==> src/rtl/lmts_pkg.sv <==
`default_nettype none

package lmts_pkg;

    // Scan line geometry.
    localparam int unsigned VISIBLE_LINES = 144;
    localparam int unsigned LAST_LINE     = 153;

    // Mode lengths in clock cycles.
    localparam logic [9:0] SEARCH_CYCLES      = 10'd80;
    localparam logic [9:0] DRAW_CYCLES        = 10'd172;
    localparam logic [9:0] HBLANK_LENGTH      = 10'd204;
    localparam logic [9:0] VBLANK_LINE_CYCLES = 10'd456;

    // Derived line limits, 9 bits so that the incremented line can be compared whole.
    localparam logic [8:0] VISIBLE_LIMIT = 9'(VISIBLE_LINES);
    localparam logic [8:0] LAST_LIMIT    = 9'(LAST_LINE);

    // Configuration register indexes.
    localparam int unsigned CFG_INDEX_W = 2;
    localparam logic [CFG_INDEX_W-1:0] CFG_DISPLAY_ON        = 2'd0;
    localparam logic [CFG_INDEX_W-1:0] CFG_STAT_IRQ_ENABLE   = 2'd1;
    localparam logic [CFG_INDEX_W-1:0] CFG_VBLANK_IRQ_ENABLE = 2'd2;

    typedef enum logic [1:0] {
        MODE_HBLANK = 2'd0,
        MODE_VBLANK = 2'd1,
        MODE_SEARCH = 2'd2,
        MODE_DRAW   = 2'd3
    } mode_t;

    typedef struct packed {
        logic display_on;
        logic stat_irq_enable;
        logic vblank_irq_enable;
    } cfg_t;

    typedef struct packed {
        mode_t      mode;
        logic [9:0] count;
        logic [7:0] line;
    } seq_state_t;

    typedef struct packed {
        logic [5:0] cycles_elapsed;
    } step_item_t;

    typedef struct packed {
        logic [1:0] lcd_mode;
        logic [7:0] line_number;
        logic       fetch_line;
        logic       render_line;
        logic       clear_line;
        logic       stat_irq;
        logic       vblank_irq;
    } report_item_t;

endpackage

`default_nettype wire

==> src/rtl/lmts_if.sv <==
`default_nettype none

// Channel carrying cycle counts into the sequencer.
interface lmts_step_if;
    logic                    valid;
    logic                    ready;
    lmts_pkg::step_item_t    data;

    modport source (output valid, output data, input ready);
    modport sink   (input valid, input data, output ready);
endinterface

// Channel carrying mode and line reports out of the sequencer.
interface lmts_report_if;
    logic                    valid;
    logic                    ready;
    lmts_pkg::report_item_t  data;

    modport source (output valid, output data, input ready);
    modport sink   (input valid, input data, output ready);
endinterface

`default_nettype wire

==> src/rtl/lcd_mode_timing_sequencer_core.sv <==
// Channel   Dir  Payload                                   Transfer
// step      in   cycles_elapsed[5:0]                       valid & ready
// report    out  lcd_mode, line_number, five event pulses  valid & ready
// cfg       in   cfg_index[1:0], cfg_wdata                 cfg_we
//
// One cycle count can be taken per clock while the report is not stalled.
// The step register and the report register form a two-stage pipe; the mode,
// counter and line registers update in the cycle the step moves into the report.
// Reset clears the sequencer to object search, line 0, all enables off.
// A stalled report holds the pipe: the step register takes one more transfer,
// then step ready stays low until the report transfers.
`default_nettype none

module lcd_mode_timing_sequencer_core
(
    input  wire logic                              clk,
    input  wire logic                              rst_n,
    lmts_step_if.sink                              step,
    lmts_report_if.source                          report,
    input  wire logic                              cfg_we,
    input  wire logic [lmts_pkg::CFG_INDEX_W-1:0]  cfg_index,
    input  wire logic                              cfg_wdata
);

    lmts_pkg::cfg_t          cfg;
    lmts_pkg::seq_state_t    state_reg;
    lmts_pkg::seq_state_t    state_next;
    lmts_pkg::report_item_t  result;

    logic                    in_valid_reg;
    logic [5:0]              in_cycles_reg;
    logic                    out_valid_reg;
    lmts_pkg::report_item_t  out_data_reg;
    logic                    advance;
    logic                    step_xfer;

    // Configuration registers.
    lmts_cfg u_cfg
    (
        .clk       (clk),
        .rst_n     (rst_n),
        .cfg_we    (cfg_we),
        .cfg_index (cfg_index),
        .cfg_wdata (cfg_wdata),
        .cfg       (cfg)
    );

    // Mode and line update for the registered step.
    lmts_step u_step
    (
        .state          (state_reg),
        .cycles_elapsed (in_cycles_reg),
        .cfg            (cfg),
        .state_next     (state_next),
        .report         (result)
    );

    // Pipe control: the step moves on when the report register is free or draining.
    assign advance    = in_valid_reg && (!out_valid_reg || report.ready);
    assign step.ready = !in_valid_reg || advance;
    assign step_xfer  = step.valid && step.ready;

    // Step register.
    always_ff @(posedge clk or negedge rst_n)
    begin
        if (!rst_n)
        begin
            in_valid_reg <= 1'b0;
        end
        else if (step.ready)
        begin
            in_valid_reg <= step.valid;
        end
    end

    always_ff @(posedge clk)
    begin
        if (step_xfer)
        begin
            in_cycles_reg <= step.data.cycles_elapsed;
        end
    end

    // Sequencer state.
    always_ff @(posedge clk or negedge rst_n)
    begin
        if (!rst_n)
        begin
            state_reg.mode  <= lmts_pkg::MODE_SEARCH;
            state_reg.count <= '0;
            state_reg.line  <= '0;
        end
        else if (advance)
        begin
            state_reg <= state_next;
        end
    end

    // Report register.
    always_ff @(posedge clk or negedge rst_n)
    begin
        if (!rst_n)
        begin
            out_valid_reg <= 1'b0;
        end
        else if (advance)
        begin
            out_valid_reg <= 1'b1;
        end
        else if (report.ready)
        begin
            out_valid_reg <= 1'b0;
        end
    end

    always_ff @(posedge clk)
    begin
        if (advance)
        begin
            out_data_reg <= result;
        end
    end

    assign report.valid = out_valid_reg;
    assign report.data  = out_data_reg;

    // The counter is always left below the longest mode length.
    a_count_range: assert property (@(posedge clk) disable iff (!rst_n)
        state_reg.count < lmts_pkg::VBLANK_LINE_CYCLES)
        else $error("cycle counter out of range");

    // The line never passes the last line of the frame.
    a_line_range: assert property (@(posedge clk) disable iff (!rst_n)
        {1'b0, state_reg.line} <= lmts_pkg::LAST_LIMIT)
        else $error("line register past last line");

    // A fetch pulse is only reported together with the drawing mode.
    a_fetch_mode: assert property (@(posedge clk) disable iff (!rst_n)
        (out_valid_reg && out_data_reg.fetch_line)
            |-> (out_data_reg.lcd_mode == lmts_pkg::MODE_DRAW))
        else $error("fetch pulse outside drawing mode");

    // Render and status pulses follow drawing and land in horizontal blank.
    a_draw_end_mode: assert property (@(posedge clk) disable iff (!rst_n)
        (out_valid_reg && (out_data_reg.render_line || out_data_reg.stat_irq))
            |-> (out_data_reg.lcd_mode == lmts_pkg::MODE_HBLANK))
        else $error("draw end pulse outside horizontal blank");

    // A vertical blank interrupt always comes with a line clear.
    a_vblank_clear: assert property (@(posedge clk) disable iff (!rst_n)
        (out_valid_reg && out_data_reg.vblank_irq)
            |-> (out_data_reg.clear_line && out_data_reg.lcd_mode == lmts_pkg::MODE_VBLANK))
        else $error("vblank interrupt without line clear");

    // A report held under stall keeps its contents.
    a_report_hold: assert property (@(posedge clk) disable iff (!rst_n)
        (out_valid_reg && !report.ready) |=> (out_valid_reg && $stable(out_data_reg)))
        else $error("stalled report changed");

endmodule

`default_nettype wire

==> src/rtl/lmts_cfg.sv <==
`default_nettype none

module lmts_cfg
(
    input  wire logic                              clk,
    input  wire logic                              rst_n,
    input  wire logic                              cfg_we,
    input  wire logic [lmts_pkg::CFG_INDEX_W-1:0]  cfg_index,
    input  wire logic                              cfg_wdata,
    output lmts_pkg::cfg_t                         cfg
);

    lmts_pkg::cfg_t cfg_reg;
    lmts_pkg::cfg_t cfg_next;

    // Decode the register index; an index beyond the list leaves all bits alone.
    always_comb
    begin
        cfg_next = cfg_reg;
        if (cfg_we)
        begin
            case (cfg_index)
                lmts_pkg::CFG_DISPLAY_ON:        cfg_next.display_on        = cfg_wdata;
                lmts_pkg::CFG_STAT_IRQ_ENABLE:   cfg_next.stat_irq_enable   = cfg_wdata;
                lmts_pkg::CFG_VBLANK_IRQ_ENABLE: cfg_next.vblank_irq_enable = cfg_wdata;
                default:                         cfg_next = cfg_reg;
            endcase
        end
    end

    always_ff @(posedge clk or negedge rst_n)
    begin
        if (!rst_n)
        begin
            cfg_reg <= '0;
        end
        else
        begin
            cfg_reg <= cfg_next;
        end
    end

    assign cfg = cfg_reg;

endmodule

`default_nettype wire

==> src/rtl/lmts_step.sv <==
`default_nettype none

module lmts_step
(
    input  wire lmts_pkg::seq_state_t  state,
    input  wire logic [5:0]            cycles_elapsed,
    input  wire lmts_pkg::cfg_t        cfg,
    output lmts_pkg::seq_state_t       state_next,
    output lmts_pkg::report_item_t     report
);

    logic [9:0] sum;
    logic [8:0] line_inc;
    logic       fetch;
    logic       render;
    logic       clear;
    logic       sirq;
    logic       virq;

    // Add the elapsed cycles, then close the current mode once its length is reached.
    // Surplus cycles past the threshold are dropped.
    always_comb
    begin
        sum        = state.count + {4'b0, cycles_elapsed};
        line_inc   = {1'b0, state.line} + 9'd1;
        state_next = state;
        state_next.count = sum;
        fetch  = 1'b0;
        render = 1'b0;
        clear  = 1'b0;
        sirq   = 1'b0;
        virq   = 1'b0;

        case (state.mode)
            lmts_pkg::MODE_SEARCH:
            begin
                if (sum >= lmts_pkg::SEARCH_CYCLES)
                begin
                    state_next.count = '0;
                    state_next.mode  = lmts_pkg::MODE_DRAW;
                    fetch            = 1'b1;
                end
            end
            lmts_pkg::MODE_DRAW:
            begin
                if (sum >= lmts_pkg::DRAW_CYCLES)
                begin
                    state_next.count = '0;
                    state_next.mode  = lmts_pkg::MODE_HBLANK;
                    render           = cfg.display_on;
                    sirq             = cfg.stat_irq_enable;
                end
            end
            lmts_pkg::MODE_HBLANK:
            begin
                if (sum >= lmts_pkg::HBLANK_LENGTH)
                begin
                    state_next.count = '0;
                    state_next.line  = line_inc[7:0];
                    clear            = 1'b1;
                    if (line_inc >= lmts_pkg::VISIBLE_LIMIT)
                    begin
                        state_next.mode = lmts_pkg::MODE_VBLANK;
                        virq            = cfg.vblank_irq_enable;
                    end
                    else
                    begin
                        state_next.mode = lmts_pkg::MODE_SEARCH;
                    end
                end
            end
            default:
            begin
                // Vertical blank: one line per full line period, frame wraps past the last line.
                if (sum >= lmts_pkg::VBLANK_LINE_CYCLES)
                begin
                    state_next.count = '0;
                    if (line_inc > lmts_pkg::LAST_LIMIT)
                    begin
                        state_next.mode = lmts_pkg::MODE_SEARCH;
                        state_next.line = '0;
                    end
                    else
                    begin
                        state_next.line = line_inc[7:0];
                    end
                end
            end
        endcase

        report.lcd_mode    = state_next.mode;
        report.line_number = state_next.line;
        report.fetch_line  = fetch;
        report.render_line = render;
        report.clear_line  = clear;
        report.stat_irq    = sirq;
        report.vblank_irq  = virq;
    end

endmodule

`default_nettype wire
==> src/flat_wrapper.sv <==
// flat-port wrapper written by rule: the top's interface ports become plain ports
module lcd_mode_timing_sequencer_core_flat 
  (clk, rst_n, cfg_we, cfg_index, cfg_wdata, step_valid, step_data, step_ready, report_valid, report_data, report_ready);
  lmts_step_if step_i ();
  lmts_report_if report_i ();
  input  wire logic clk;
  input  wire logic rst_n;
  input  wire logic cfg_we;
  input  wire logic [lmts_pkg::CFG_INDEX_W-1:0] cfg_index;
  input  wire logic cfg_wdata;
  input wire logic [$bits(step_i.valid)-1:0] step_valid;
  input wire logic [$bits(step_i.data)-1:0] step_data;
  output wire logic [$bits(step_i.ready)-1:0] step_ready;
  output wire logic [$bits(report_i.valid)-1:0] report_valid;
  output wire logic [$bits(report_i.data)-1:0] report_data;
  input wire logic [$bits(report_i.ready)-1:0] report_ready;
  assign step_i.valid = step_valid;
  assign step_i.data = step_data;
  assign step_ready = step_i.ready;
  assign report_valid = report_i.valid;
  assign report_data = report_i.data;
  assign report_i.ready = report_ready;
  lcd_mode_timing_sequencer_core u_core (.clk(clk), .rst_n(rst_n), .step(step_i), .report(report_i), .cfg_we(cfg_we), .cfg_index(cfg_index), .cfg_wdata(cfg_wdata));
endmodule
==> config.mk <==
export PLATFORM = sky130hd
export DESIGN_NAME = lcd_mode_timing_sequencer_core_flat
export DESIGN_NICKNAME = d
export VERILOG_FILES = /design/src/rtl/lmts_pkg.sv /design/src/rtl/lmts_if.sv /design/src/rtl/lcd_mode_timing_sequencer_core.sv /design/src/rtl/lmts_cfg.sv /design/src/rtl/lmts_step.sv /design/src/flat_wrapper.sv
export SDC_FILE = /design/constraint.sdc
export NUM_CORES = 1
export LEC_CHECK = 0
export BUFFER_PORTS_ARGS = -buffer_cell sky130_fd_sc_hd__buf_2
export CORE_ASPECT_RATIO = 1.1
export CORE_MARGIN = 4
export CORE_UTILIZATION = 64
export DETAILED_ROUTE_END_ITERATION = 12
export GPL_TIMING_DRIVEN = 0
export PLACE_DENSITY = 0.95
export SYNTH_ARGS = -nofsm -noshare
export SYNTH_HDL_FRONTEND = slang
export SYNTH_HIERARCHICAL = 1
export SYNTH_SLANG_ARGS = --single-unit
==> constraint.sdc <==
create_clock -name clk -period 7.63 [get_ports clk]
set_input_delay 0.763 -clock clk [delete_from_list [all_inputs] [get_ports clk]]
set_output_delay 0.763 -clock clk [all_outputs]
set_load 0.01 [all_outputs]
# After elaboration in Yosys (flattened, before gate mapping)
# Cells that the tools add are included.
[word_totals]
in_bits = 14
elab_cells = 56
output_inout_bits = 17
reg_bits = 46
[classes]
n_eq_ne = 4
n_addsub = 2
muxes = 13
order_cmp = 6
n_reduce_logical = 15
[op_table]
columns = ["operator", "count"]
rows = [
  ["$mux 20", 2],
  ["$pmux 12 s3", 1],
  ["$mux 12", 2],
  ["$ge 10x8->1 const B", 2],
  ["$pmux 8 s2", 1],
  ["$add 10x6->10", 1],
  ["$ge 10x7->1 const B", 1],
  ["$ge 10x9->1 const B", 1],
  ["$add 8x1->9 const B", 1],
  ["$ge 9x8->1 const B", 1],
  ["$gt 9x8->1 const B", 1],
  ["$mux 8", 1],
  ["$reduce_and 2->1", 4],
  ["$eq 2x2->1 const B", 3],
  ["$logic_not 2->1", 2],
  ["$mux 1", 4],
  ["$mux 2", 2],
  ["$reduce_and 3->1", 1],
  ["$eq 2x1->1 const B", 1],
  ["$logic_and 1x1->1", 2],
  ["$logic_not 1->1", 2],
  ["$logic_or 1x1->1", 2],
  ["$reduce_bool 2->1", 1],
  ["$reduce_or 2->1", 1],
]

# Longest topological paths before layout
[logic_depth]
ltp_word = 5
ltp_mapped = 13
mapped_depth_nobuf = 11

# By module
# Netlist, hierarchy kept.
[by_module_without_submodules]
columns = ["module", "instances", "cells_each", "seq_area_each_um2", "area_each_um2"]
rows = [
  ["lcd_mode_timing_sequencer_core", 1, 72, 1182.4, 1556.5],
  ["lmts_step", 1, 202, 0.0, 1406.3],
  ["lmts_cfg", 1, 9, 75.1, 136.4],
]

# Least setup slack after synthesis
# OpenSTA, ideal clock, no wires.
[synth_path]
path_type = "flip-flop to flip-flop"
from = "reg u_core/state_reg[8] in the netlist's numbering"
to = "reg u_core/state_reg[2] in the netlist's numbering"
setup_ns = 0.125
t_required_ns = 7.505
slack_ns = 4.533
path_stages_with_launch = 14
arrival_ns = 2.972
synth_period_minus_slack_ns = 3.097
path_buffers = 2
path_cell_list = "dfrtp_1 ha_1 fa_1 a21o_2 a211oi_2 nand3_1 and3_1 o31ai_2 and3b_1 buf_6 o21ba_1 mux2i_1 buf_4 mux2_4"
[synth_rtl]
columns = ["item", "line", "source"]
rows = [
  ["from (decl)", "lcd_mode_timing_sequencer_core.sv:26", "lmts_pkg::seq_state_t state_reg;"],
  ["from (signal assigned)", "lcd_mode_timing_sequencer_core.sv:95", "state_reg <= state_next;"],
]

==> metrics.yaml <==
status:
  status: "finished, final reports clean"
synthesis:
  yosysUniqueCellTypes: 72
  postSynthAreaPerCell_um2: 11.0
  synthCells: 283
  ys.warnings.count: 6
  seq_area_frac_synth: 0.406
  synth_top_area_cell: "edfxtp_1"
  synth_seq_cells: 46
  synth_nets: 306
  yosysTopAreaCellShare: 0.203
  synth_flop_cell: "dfrtp_1"
  synth_edf_count: 21
  synth-async-reset-ratio: 0.543
  synthTopCellsByArea: "edfxtp_1 20%, dfrtp_1 19%, mux2_4 9.2%, buf_4 4.1%, ha_1 3.2%"
  syn_area_um2: 3100
floorplan:
  die_h_um: 81.0
  rows: 26
  core_um2: 4650
  initial_utilization: 0.666
  io_pins: 31
  die-area_um2: 6020
  die-width_um: 74.4
finish:
  largest_reg_flops: 20
  drive_gt1_frac: 0.346
  stdcell_area_um2: 3410
  diodes: 0
  final_util: 0.732
  synthToLayoutAreaGrowth_pct: 9.89
  layout.nets: 343
route:
  vias: 2359
  antenna_left: 0
  via_per_inst: 6.26
  route.detailed.drc: 0
  firstDrtPassIters: 5
  drtIter0Drc: 190
  postRouteWirelength_mm: 6.25
  wl_per_cell_um: 16.6
power_and_ir_drop:
  intPower_uw: 651
  p_leak_nw: 1.52
  p_seq_frac: 0.345
  clockPowerShare: 0.136
  power_density_nw_per_um2: 315
  p_sw_uw: 421
  ir_worst_vdd_mv: 0.218
  p_comb_frac: 0.519
  p_sw_frac: 0.393
  power_mw: 1.07
grt:
  grt_max_degree: 26
  track_usage: 0.227
  antenna_found_initial: 0
  overflow: 0
  grt_pass1_vias: 2305
  grt_pass1_wl_mm: 10.5
clock_network:
  clk_latency_ns: 0.30
  cts.reportedPaths.clkPinSlew_ns: 0.09
  clkSinkCount: 46
  postCtsSetupRepairBufs: 0
  cts.htree.levels: 2
  cts_tree: "done"
  cts_max_path_buffers: 2
  cts_made_buffers: 5
  clk_root_buffer_cell: "clkbuf_8"
  postCtsHoldBufs: 0
  cts_resized: 0
placed_design:
  portBuffers: 30
  placed_area_um2: 3320
  gp_congestion: 0.934
  place_hpwl_mm: 4.56
sta:
  rsz0062_at_grt: "false"
  tightest_slew_ns: 0.621
  period_minus_slack_ns: 3.58
  skew_ns: 0.0108
  drv_slew: 0
  period_share: 0.469
  holdWs_ns: 0.473
  setup_violations: 0
  tns_ns: 0
  slew_headroom: 0.586
  fmax_mhz: 279
  hold_viol: 0
flow_run:
  maxCapViolCount: 0
worst_setup_path:
  crit_required_ns: 7.82
  crit_arrival_ns: 3.77
  start_kind: "flop"
  critical_path_class: "reg -> reg"
  critPathMaxFanout: 6
  r2r_setup_slack_ns: 4.05
  worstSetupEndpointType: "flop"
worst_hold_path:
  min_path_type: "in -> async"
==> worst paths after layout <==
kind / cells after the start / endpoint / startpoint
setup / recovery: 13 / u_core/state_reg[2]$_DFFE_PN0P_ / u_core/state_reg[8]$_DFFE_PN0P_
hold / removal: 1 / u_core/report.valid$_DFFE_PN0P_ / rst_n
setup reg to reg: 13 / u_core/state_reg[2]$_DFFE_PN0P_ / u_core/state_reg[8]$_DFFE_PN0P_
hold reg to reg: 1 / u_core/u_cfg/cfg[0]$_DFFE_PN0P_ / u_core/u_cfg/cfg[0]$_DFFE_PN0P_
max in group asynchronous: 1 / u_core/in_valid_reg$_DFFE_PN0P_ / rst_n
min in group clk: 1 / u_core/u_cfg/cfg[0]$_DFFE_PN0P_ / u_core/u_cfg/cfg[0]$_DFFE_PN0P_
==> cells by family after synthesis <==
family	synth area share
compound gates	0.175
other cells	0.00121
xor+xnor	0.0335
mux	0.113
fa+ha+maj	0.0388
flops	0.406
simple gates	0.150
buf+inv	0.0824
==> layout by cell type (no fill, tap or decap), types with 4 or more instances in the layout <==
cell / count
a21oi_1: 17
nand3b_1: 4
clkbuf_8: 5
dfrtp_1: 24
nand2_1: 15
a211oi_2: 4
buf_6: 5
mux2_4: 19
buf_4: 17
edfxtp_1: 21
and2_1: 7
o21ai_0: 6
and3_1: 5
ha_1: 8
a31oi_1: 4
nand3_1: 13
xnor2_1: 7
nor2_1: 16
inv_1: 15
buf_2: 33
==> cell usage after synthesis, drive strengths merged, types with 3 or more instances <==
| cell type | count |
|---|---|
| inv | 15 |
| a31oi | 4 |
| nand2 | 16 |
| buf | 25 |
| and2 | 9 |
| edfxtp | 21 |
| ha | 8 |
| xor2 | 3 |
| mux2 | 24 |
| o2111ai | 3 |
| o211ai | 3 |
| a21oi | 19 |
| dfrtp | 24 |
| xnor2 | 8 |
| a21o | 3 |
| o21ai | 8 |
| nand2b | 4 |
| and3 | 6 |
| nand3b | 5 |
| nor2 | 17 |
| a211oi | 5 |
| nor2b | 3 |
| nand3 | 13 |
| nor3 | 3 |
==> worst max-delay path, stage by stage (launching register included) <==
cell and delay (ns):
dfrtp_1 0.39, ha_1 0.26, fa_1 0.44, a21o_2 0.27
a211oi_2 0.28, nand3_1 0.15, and3_1 0.25, o31ai_2 0.40
and3b_1 0.25, buf_6 0.14, o21ba_1 0.13, mux2i_1 0.11
buf_4 0.15, mux2_4 0.26
==> power by group through the flow <==
stage | combinational, mW | sequential (mW) | clock (mW)
2_1_floorplan | 0.431 | 0.373 | 0
3_3_place_gp | 0.523 | 0.370 | 0
3_5_place_dp | 0.543 | 0.375 | 0
4_1_cts | 0.549 | 0.370 | 0.149
5_1_grt | 0.607 | 0.378 | 0.161
6_report | 0.557 | 0.370 | 0.146
==> area by class of cell <==
cell class | instances | area, um2
plain buffers | 25 | 199
clock buffers | 6 | 72.6
clock inverters | 2 | 13.8
fillers | 316 | 1250
inverters | 15 | 56.3
multi-input cells | 197 | 1590
flip-flops and latches | 46 | 1260
well taps | 56 | 70.1
repair buffers | 30 | 150
==> stage by stage <==
stage	instances	setup WS [ns]
6_report	377	4.05
5_1_grt	377	4.00
4_1_cts	377	4.15
3_5_place_dp	369	4.19
3_3_place_gp	369	4.30
2_1_floorplan	283	4.53
==> per-layer routing <==
layer	global-route usage	vias up	wire length (um)	share of wire
met1	0.281	1129	2520	0.40
met2	0.398	119	3150	0.50
met3	0.0446	19	438	0.070
met5	0	-	0	0
li1	-	1092	-	-
met4	0.0730	0	138	0.022
Power figures use the tool's default switching activity.
